File: config.mk
export PLATFORM = sky130hd
export DESIGN_NAME = crmc_front
export DESIGN_NICKNAME = d
export VERILOG_FILES = /design/src/sv/crmc_front.sv
export SDC_FILE = /design/constraint.sdc
export NUM_CORES = 1
export LEC_CHECK = 0
export BUFFER_PORTS_ARGS = -buffer_cell sky130_fd_sc_hd__buf_2
export CAP_MARGIN = 25
export CORE_MARGIN = 5
export CORE_UTILIZATION = 40
export CTS_CLUSTER_DIAMETER = 80
export DETAILED_ROUTE_END_ITERATION = 8
export SLEW_MARGIN = 20
export SYNTH_ARGS = -nofsm -noshare
export SYNTH_HDL_FRONTEND = slang
export SYNTH_SLANG_ARGS = --single-unit
File: constraint.sdc
create_clock -name clk -period 2.8 [get_ports clk]
set_clock_uncertainty 0.1 [all_clocks]
set_input_delay 0.14 -clock clk [delete_from_list [all_inputs] [get_ports clk]]
set_output_delay 0.14 -clock clk [all_outputs]
set_load 0.01 [all_outputs]
File: src/sv/crmc_front.sv
// Front end: two-entry request queue that decouples intake from the engine.
module crmc_front #(
	parameter int KEY_BITS = 32
) (
	input  logic                clk,
	input  logic                arst_n,
	input  logic                in_valid,
	output logic                in_ready,
	input  logic [KEY_BITS-1:0] request_key,
	output logic                q_valid,
	input  logic                q_ready,
	output logic [KEY_BITS-1:0] q_key
);

	logic [KEY_BITS-1:0] mem_q [2];
	logic       wr_q, rd_q;
	logic [1:0] cnt_q;
	logic       push, pop;

	assign in_ready = (cnt_q != 2'd2);
	assign q_valid  = (cnt_q != 2'd0);
	assign q_key    = mem_q[rd_q];
	assign push     = in_valid && in_ready;
	assign pop      = q_valid && q_ready;

	// storage
	always_ff @(posedge clk) begin
		if (push) begin
			mem_q[wr_q] <= request_key;
		end
	end

	// pointers and fill level
	always_ff @(posedge clk or negedge arst_n) begin
		if (!arst_n) begin
			wr_q  <= 1'b0;
			rd_q  <= 1'b0;
			cnt_q <= 2'd0;
		end else begin
			if (push) wr_q <= ~wr_q;
			if (pop)  rd_q <= ~rd_q;
			if (push && !pop)      cnt_q <= cnt_q + 2'd1;
			else if (pop && !push) cnt_q <= cnt_q - 2'd1;
		end
	end

endmodule

Word level (Yosys, flattened, before mapping)
Memory sizes are Yosys's and may differ from the RTL's.
Index checks and enable logic that the tools add are counted.
{"block": "op_classes", "addsub": 2, "n_mul": 0, "div_mod_pow": 0, "order_cmp": 0, "n_eq_ne": 1, "shifts": 0, "muxes": 4, "n_bitwise": 2, "reduce_logical": 8}
{"op": "logical AND 1 bit", "count": 4}
{"op": "2-to-1 mux 2 bit", "count": 2}
{"op": "nonzero test 2 bit", "count": 2}
{"op": "adder 2 x 1 -> 2 bit (second input constant)", "count": 1}
{"op": "logical NOT 1 bit", "count": 2}
{"op": "2-to-1 mux 1 bit", "count": 2}
{"op": "inequality test 2 bit (second input constant)", "count": 1}
{"op": "inverter 1 bit", "count": 2}
{"op": "subtractor 2 x 1 -> 2 bit (second input constant)", "count": 1}
{"block": "totals", "regBits": 4, "latch_bits": 0, "mem_bits_rw": 64, "romBits": 0, "output_inout_bits": 34, "word_cells": 21, "n_memories": 1}
{"memory": "mem_q", "depth": 2, "width": 32, "read_ports": 1, "rd_clocked_by_memory_dff": 0, "wr": 1, "line_no": "15", "source": "logic [KEY_BITS-1:0] mem_q [2];"}

Longest topological paths before layout
Gate-level depths: netlist of run 1.
{"block": "depth", "depth_word": 6, "ltp_mapped": 7, "depth_no_buf": 7}

Worst setup path after synthesis of run 1
No wires, ideal clock.
{"block": "synth_timing", "path_type": "flip-flop to flip-flop", "startpoint": "register cnt_q[0]", "endpoint": "memory mem_q[0][0] (enable)", "setup_ps": 421, "arrival_ps": 2054, "required_time_ps": 2279, "path_slack_ps": 225, "stages_incl_launch_ff": 4, "path_cell_list": "dfrtp_1 > nand2b_1 > nand2_1 > nor2_1"}
{"block": "synth_via", "elab_chain_len": 4}
{"element": "start: declaration", "line_no": "17", "source": "logic [1:0] cnt_q;"}
{"element": "start signal: assignment", "line_no": "42", "source": "if (push && !pop) cnt_q <= cnt_q + 2'd1;"}
{"element": "start signal: assignment", "line_no": "43", "source": "else if (pop && !push) cnt_q <= cnt_q - 2'd1;"}
{"element": "inequality test 2 bit", "line_no": "20", "source": "assign in_ready = (cnt_q != 2'd2);"}
{"element": "named net in_ready", "line_no": "8", "source": "output logic in_ready,"}
{"element": "logical AND 1 bit", "line_no": "23", "source": "assign push = in_valid && in_ready;"}
{"element": "2-to-1 mux 1 bit", "line_no": "28", "source": "if (push) begin"}
{"element": "2-to-1 mux 1 bit (not written as such)", "line_no": "29", "source": "mem_q[wr_q] <= request_key;"}
{"element": "end: declaration", "line_no": "15"}
The timed path passes the listed nets, and every way through them passes these cells.

Final worst setup path of run 1
{"block": "layout_timing", "startpoint": "register rd_q", "endpoint": "output port q_key[21]"}
{"block": "layout_via", "elab_chain_len": 1}
{"element": "start: declaration", "line_no": "16", "source": "logic wr_q, rd_q;"}
{"element": "start signal: assignment", "line_no": "41", "source": "if (pop) rd_q <= ~rd_q;"}
{"element": "memory read (2 x 32 bit)"}
{"element": "end: declaration", "line_no": "12", "source": "output logic [KEY_BITS-1:0] q_key"}
No other way between the ends.

==> insert_results.sql, run 1 <==
INSERT INTO impl_metrics (metric_group, metric, value, unit) VALUES
('run_status', 'run_status', 'finished clean', ''),
('cts', 'clock_transition_at_the_register_clock_pins_on_the_worst_setup_and_hold_paths_after_cts', '0.07', 'ns'),
('cts', 'clock_path_buffers', '2', ''),
('cells_and_area', 'drive_gt1_frac', '0.517', ''),
('global_routing', 'grt_overflow_total', '0', ''),
('pwr', 'cellLeakagePower', '1.50', 'nW'),
('timing', 'maxSlewHeadroom', '0.540', ''),
('place', 'hpwl_after_detailed_placement', '3300', 'um'),
('flow_run', 'maxCapViolations', '0', ''),
('die', 'total_number_of_placement_rows', '29', ''),
('detailed_routing', 'drt_first_pass_iters', '4', ''),
('die', 'die_w', '91.5', 'um'),
('yosys', 'synth_top_flop_cell', 'sky130_fd_sc_hd__edfxtp_1', ''),
('place', 'routabilityCongestion', '0.649', ''),
('timing', 'fin_hold_ws', '0.0481', 'ns'),
('yosys', 'cell_type_contributing_the_most_total_cell_area_after_synthesis', 'sky130_fd_sc_hd__edfxtp_1', ''),
('cells_and_area', 'num-nets-final', '268', ''),
('yosys', 'yosys-top-cells-area', 'sky130_fd_sc_hd__edfxtp_1, sky130_fd_sc_hd__mux2_4, sky130_fd_sc_hd__dfrtp_1, sky130_fd_sc_hd__buf_12, sky130_fd_sc_hd__mux2_2', ''),
('cells_and_area', 'finalCoreUtilization', '0.575', ''),
('timing', 'fmax', '0.518', 'GHz'),
('timing', 'totalNegativeSetupSlack', '0', 'ns'),
('timing', 'grt_setup_unrepaired', 'false', ''),
('cts', 'insertion_delay', '0.32', 'ns'),
('detailed_routing', 'vias', '1399', ''),
('pwr', 'max-vdd-ir-drop', '0.000584', 'V'),
('die', 'die_y', '91.5', 'um'),
('global_routing', 'global_route_wire_length_before_repair', '7460', 'um'),
('cts', 'cts_post_setup_buffers_inserted', '0', ''),
('setup_path', 'critical_path.max_fanout', '20', ''),
('cts', 'tritoncts_num_sinks', '68', ''),
('die', 'design.die.area', '8380', 'sq um'),
('yosys', 'synth_edf_count', '64', ''),
('cells_and_area', 'highest_count_cells_in_the_layout_ignoring_fill_and_taps', 'sky130_fd_sc_hd__buf_2, sky130_fd_sc_hd__edfxtp_1, sky130_fd_sc_hd__dlygate4sd3_1', ''),
('cells_and_area', 'diode_count', '0', ''),
('place', 'dpl-instance-area', '3090', 'sq um'),
('cts', 'cts_inserted_buffers', '9', ''),
('setup_path', 'worst_setup_path_startpoint', 'rd_q$_DFFE_PN0P_', ''),
('timing', 'timing.final.setup_violations', '0', ''),
('timing', 'final.min_clock_period', '1.93', 'ns'),
('global_routing', 'gr-usage-all-layers', '0.117', ''),
('worst_hold_path', 'hold_class', 'input pin to asynchronous set/reset pin', ''),
('setup_path', 'critPathCaptureType', 'output pin', ''),
('yosys', 'postSynthCellCount', '118', ''),
('yosys', 'total_standard_cell_area_after_synthesis', '2660', 'sq um'),
('pwr', 'cellPowerDensity', '1010', 'nW/um^2'),
('detailed_routing', 'drt-vias-per-instance', '4.47', ''),
('cells_and_area', 'post-route-cell-area', '3690', 'sq um'),
('yosys', 'yosysSeqAreaShare', '0.760', ''),
('pwr', 'report.power.total', '3.72', 'mW'),
('cts', 'cts-hold-fix-buffers', '34', ''),
('die', 'initial_utilization', '0.414', ''),
('die', 'io-pin-count', '70', ''),
('cts', 'cts_resized', '0', ''),
('setup_path', 'crit_path_start_kind', 'flop', ''),
('timing', 'maxSlewViolCount', '0', ''),
('yosys', 'yosysTopAreaCellShare', '0.723', ''),
('cells_and_area', 'layout-area-overhead-vs-synth', '38.8', '%'),
('setup_path', 'regToRegStartpoint', 'cnt_q[0]$_DFFE_PN0P_', ''),
('yosys', 'ys_seq_elements', '68', ''),
('yosys', 'synth_fp_nets', '155', ''),
('global_routing', 'pin_count_of_the_biggest_net_entering_global_routing', '21', ''),
('timing', 'worst-slew-pin-transition', '0.690', 'ns'),
('setup_path', 'timing.setup.critical_path_class', 'flop to output pin', ''),
('cts', 'ctsHtreeMaxLevel', '3', ''),
('place', 'numPortBuffers', '69', ''),
('global_routing', 'antenna_violations_before_repair', '0', ''),
('yosys', 'synth-async-reset-ratio', '0.0588', ''),
('timing', 'min_period_over_period', '0.689', ''),
('detailed_routing', 'drtAntennaViolNets', '0', ''),
('detailed_routing', 'post_drt_wl_per_cell', '14.8', 'um'),
('setup_path', 'worstPathArrival', '1.69', 'ns');
per-stage QoR:
stage,worst slack (ns),std cells
4_1_cts,0.825,313
3_5_place_dp,0.949,263
2_1_floorplan,0.225,118
5_1_grt,0.792,313
6_report,0.871,313
3_3_place_gp,1.02,263
state kept, by name (all words and copies together), names as in the netlist:
name	count
rd_q	1
mem_q	64
wr_q	1
cnt_q	2
synthesized netlist by cell type, drive strengths merged, types with 2 or more instances:
| library cell | n |
|---|---|
| buf | 4 |
| nor2 | 2 |
| edfxtp | 64 |
| nand2 | 2 |
| dfrtp | 4 |
| xor2 | 2 |
| xnor2 | 3 |
| mux2 | 32 |
worst max-delay path, cell delays in order, from the launching register on:
cell	delay (ns)
sky130_fd_sc_hd__dfrtp_2	0.64
sky130_fd_sc_hd__buf_12	0.26
sky130_fd_sc_hd__mux2_4	0.32
sky130_fd_sc_hd__buf_2	0.14
path summary, 6_finish.rpt:
kind / endpoint / depth (start not counted) / slack (ns)
worst max-delay path: q_key[21] / 3 / 0.87
worst min-delay path: cnt_q[1]$_DFFE_PN0P_ / 2 / 0.05
worst max register to register: mem_q[0][26]$_DFFE_PP_ / 4 / 0.96
worst min register to register: cnt_q[1]$_DFFE_PN0P_ / 1 / 0.43
max in group asynchronous: rd_q$_DFFE_PN0P_ / 2 / 2.41
min in group clk: wr_q$_DFFE_PN0P_ / 3 / 0.10
per-layer routing:
| metal | GRT usage | part of all wire |
|---|---|---|
| met3 | 0.0339 | 0.056 |
| met1 | 0.137 | 0.42 |
| met4 | 0.0565 | 0.013 |
| met2 | 0.197 | 0.51 |
| met5 | 0 | 0 |
power by group:
group | switching [mW] | internal [mW] | leakage [nW] | total (mW)
combinational | 0.533 | 0.633 | 0.736 | 1.17
sequential | 0.126 | 1.40 | 0.640 | 1.52
clock | 0.347 | 0.684 | 0.127 | 1.03
final cells by class:
cell class	count	area (sq um)	area share
clock buffer	10	128	0.0346
clock inverter	6	136	0.0370
inverter	1	3.75	0.00102
multi-input combinational	45	569	0.154
sequential	68	2020	0.548
tap	77	96.3	0.0261
timing repair buffer	106	733	0.199
cell families after synthesis:
family        count (synthesis)  share of synthesized area
buf+inv                       5                     0.0282
mux                          32                      0.176
xor+xnor                      5                     0.0165
simple gates                  7                     0.0137
fa+ha+maj                     1                    0.00471
flops                        68                      0.760
Power figures use the tool's default switching activity.
==> run 2, diff against run 1 <==
==> constraint.sdc (replaced) <==
create_clock -name clk -period 2 [get_ports clk]
set_clock_uncertainty 0.1 [all_clocks]
set_input_delay 0.1 -clock clk [delete_from_list [all_inputs] [get_ports clk]]
set_output_delay 0.1 -clock clk [all_outputs]
set_load 0.01 [all_outputs]
==> run 2 against run 1 <==
  * Sequential share of layout area up 0.51 points
  * Final area down 0.92%
  * Die area unchanged
  * Critical path type unchanged
  * Largest power group unchanged
==> insert_results.sql, run 2 (synthesized netlist as in run 1, its figures left out) <==
INSERT INTO impl_metrics (metric_group, metric, value, unit) VALUES
('run_status', 'run_status', 'finished clean', ''),
('cells_and_area', 'drive_gt1_frac', '0.525', ''),
('pwr', 'cell_internal_pwr', '3.54', 'mW'),
('setup_path', 'crit_path_start_kind', 'flop', ''),
('setup_path', 'crit_chain', 'buf_4 -> mux2_2 -> buf_2', ''),
('pwr', 'share_seq_of_total_power', '0.415', ''),
('detailed_routing', 'drtAntennaViolNets', '0', ''),
('setup_path', 'critical_path.slowest_cell', 'sky130_fd_sc_hd__mux2_2', ''),
('detailed_routing', 'drt-vias-per-instance', '4.55', ''),
('setup_path', 'rr_endpoint', 'cnt_q[1]$_DFFE_PN0P_', ''),
('die', 'core', '6420', 'sq um'),
('place', 'dpl-instance-area', '3080', 'sq um'),
('detailed_routing', 'drt_first_pass_iters', '4', ''),
('die', 'die_w', '91.5', 'um'),
('worst_hold_path', 'min_from', 'in_valid', ''),
('cells_and_area', 'layout_commonest_cell', 'sky130_fd_sc_hd__buf_2', ''),
('setup_path', 'worst_path_bufs_invs', '2', ''),
('setup_path', 'rr_worst_depth', '6', ''),
('cts', 'clock_path_buffers', '2', ''),
('timing', 'fmax', '0.569', 'GHz'),
('pwr', 'combPwrFrac', '0.338', ''),
('global_routing', 'gr-usage-all-layers', '0.122', ''),
('timing', 'maxSlewViolCount', '0', ''),
('cells_and_area', 'layout-area-overhead-vs-synth', '37.5', '%'),
('detailed_routing', 'vias', '1443', ''),
('cts', 'tritoncts_num_sinks', '68', ''),
('pwr', 'switchingPower', '1.44', 'mW'),
('cts', 'cts_post_setup_buffers_inserted', '0', ''),
('timing', 'finalHoldViolations', '0', ''),
('pwr', 'cellPowerDensity', '1360', 'nW/um^2'),
('place', 'routabilityCongestion', '0.690', ''),
('global_routing', 'grt_overflow_total', '0', ''),
('pwr', 'cellLeakagePower', '1.50', 'nW'),
('die', 'io-pin-count', '70', ''),
('timing', 'totalNegativeSetupSlack', '0', 'ns'),
('global_routing', 'antenna_violations_before_repair', '0', ''),
('setup_path', 'critical_path.max_fanout', '21', ''),
('pwr', 'max-vdd-ir-drop', '0.00109', 'V'),
('timing', 'min_period_over_period', '0.879', ''),
('timing', 'fin_hold_ws', '0.0483', 'ns'),
('cells_and_area', 'post-route-cell-area', '3660', 'sq um'),
('cts', 'insertion_delay', '0.33', 'ns'),
('cts', 'clock_transition_at_the_register_clock_pins_on_the_worst_setup_and_hold_paths_after_cts', '0.07', 'ns'),
('pwr', 'power.share.switching', '0.289', ''),
('timing', 'final.min_clock_period', '1.76', 'ns'),
('cells_and_area', 'regArea', '2020', 'sq um'),
('cts', 'cts_inserted_buffers', '9', ''),
('detailed_routing', 'detail_route.wirelength', '4950', 'um'),
('cells_and_area', 'highest_count_cells_in_the_layout_ignoring_fill_and_taps', 'sky130_fd_sc_hd__buf_2, sky130_fd_sc_hd__edfxtp_1, sky130_fd_sc_hd__dlygate4sd3_1', ''),
('timing', 'grt_setup_unrepaired', 'false', ''),
('detailed_routing', 'detail_route.iter0.violations', '53', ''),
('die', 'design.die.area', '8380', 'sq um'),
('detailed_routing', 'post_detailed_route_drc_marker_count', '0', ''),
('setup_path', 'regToRegStartpoint', 'cnt_q[0]$_DFFE_PN0P_', ''),
('setup_path', 'critPathCaptureType', 'output pin', ''),
('cts', 'cts_resized', '0', ''),
('worst_hold_path', 'hold_class', 'input pin to flop', ''),
('timing', 'timing.final.setup_violations', '0', ''),
('setup_path', 'worstPathArrival', '1.56', 'ns'),
('cells_and_area', 'top_flop_regs', 'mem_q x64, cnt_q x2', ''),
('global_routing', 'number_of_global_route_vias_before_repair', '1652', ''),
('cells_and_area', 'stdcell_count', '317', ''),
('worst_hold_path', 'hold_end', 'wr_q$_DFFE_PN0P_', ''),
('cts', 'cts-hold-fix-buffers', '35', ''),
('pwr', 'p_clk_frac', '0.246', ''),
('setup_path', 'timing.setup.critical_path_class', 'flop to output pin', ''),
('setup_path', 'cp.required', '1.80', 'ns'),
('worst_hold_path', 'min_delay_path_depth', '3', ''),
('cts', 'ctsRootBufferMaster', 'sky130_fd_sc_hd__clkbuf_8', ''),
('cells_and_area', 'multi_input_area', '569', 'sq um'),
('die', 'total_number_of_placement_rows', '29', ''),
('setup_path', 'slowest_delay', '0.38', 'ns'),
('setup_path', 'r2r_slack', '0.33', 'ns'),
('cells_and_area', 'diode_count', '0', ''),
('cts', 'ctsHtreeMaxLevel', '3', ''),
('timing', 'worst-slew-pin-transition', '0.370', 'ns'),
('cells_and_area', 'largest_reg_flops', '64', ''),
('flow_run', 'maxCapViolations', '0', ''),
('die', 'initial_utilization', '0.414', ''),
('global_routing', 'global_route_wire_length_before_repair', '7810', 'um'),
('place', 'numPortBuffers', '69', ''),
('detailed_routing', 'post_drt_wl_per_cell', '15.6', 'um'),
('global_routing', 'pin_count_of_the_biggest_net_entering_global_routing', '22', ''),
('die', 'die_y', '91.5', 'um'),
('setup_path', 'path_delay_family', 'buffers and inverters', ''),
('cts', 'cts_tree', 'built', ''),
('cells_and_area', 'top_register', 'mem_q', ''),
('timing', 'maxSlewHeadroom', '0.753', ''),
('place', 'dp_cells', '266', ''),
('cells_and_area', 'num-nets-final', '272', ''),
('cells_and_area', 'fill_cells', '484', ''),
('place', 'hpwl_after_detailed_placement', '3310', 'um');
==> run 2: cell types whose count changed in the layout (fill, tap and decap cells not counted) <==
cell,change
sky130_fd_sc_hd__buf_4,+5
sky130_fd_sc_hd__clkinv_2,+1
sky130_fd_sc_hd__inv_6,+2
sky130_fd_sc_hd__buf_12,-2
sky130_fd_sc_hd__dlygate4sd3_1,+1
sky130_fd_sc_hd__bufinv_16,-2
sky130_fd_sc_hd__clkbuf_1,-1
==> run 2: cell type report <==
class | instances | share of cell area
clock buffer | 9 | 0.0339
inverter | 1 | 0.00103
multi-input combinational | 45 | 0.156
clock inverter | 7 | 0.0270
timing repair buffer | 110 | 0.203
tap | 77 | 0.0264
sequential | 68 | 0.553
==> run 2: layer usage <==
layer | global-route usage | vias to the layer above | wire (um) | share of wire
met5 | 0 | - | 0 | 0
met4 | 0.0490 | 0 | 57 | 0.012
met3 | 0.0405 | 6 | 277 | 0.056
met2 | 0.209 | 56 | 2560 | 0.52
met1 | 0.141 | 693 | 2050 | 0.41
li1 | - | 688 | - | -
==> run 2: how the worst max path moves through the flow <==
stage	from	endpoint	slack, ns	cells past startpoint
final	rd_q$_DFFE_PN0P_	q_key[29]	0.24	3
after global routing	rd_q$_DFFE_PN0P_	q_key[25]	0.16	3
after CTS	rd_q$_DFFE_PN0P_	q_key[29]	0.20	3
after detailed placement	cnt_q[0]$_DFFE_PN0P_	cnt_q[1]$_DFFE_PN0P_	0.34	6
after global placement	cnt_q[0]$_DFFE_PN0P_	cnt_q[1]$_DFFE_PN0P_	0.46	7
after floorplan	cnt_q[0]$_DFFE_PN0P_	mem_q[1][0]$_DFFE_PP_	0.07	2
==> run 2: worst reg2reg max path: cells and delay by family, from the launching register on <==
| kind | cells | cell delay [ns] |
|---|---|---|
| adder cells (fa/ha/maj) | 1 | 0.32 |
| XOR/XNOR | 1 | 0.16 |
| buffers and inverters | 1 | 0.06 |
| flip-flops | 1 | 0.43 |
| AND/OR/NAND/NOR | 3 | 0.52 |
==> run 2: stage by stage <==
step / setup WS (ns) / utilization / power [mW]
after global placement: 0.460 / 0.480 / 3.69
final: 0.241 / 0.569 / 4.98
after detailed placement: 0.341 / 0.480 / 3.76
after global routing: 0.159 / 0.569 / 5.24
after CTS: 0.201 / 0.569 / 5.06
after floorplan: 0.0712 / - / 3.32
==> run 2: power by group through the flow <==
stage	clock network [mW]	logic, mW	registers (mW)
3_3_place_gp	0	1.62	2.07
4_1_cts	1.27	1.72	2.07
3_5_place_dp	0	1.66	2.11
6_report	1.23	1.68	2.07
5_1_grt	1.34	1.80	2.10
2_1_floorplan	0	1.25	2.07
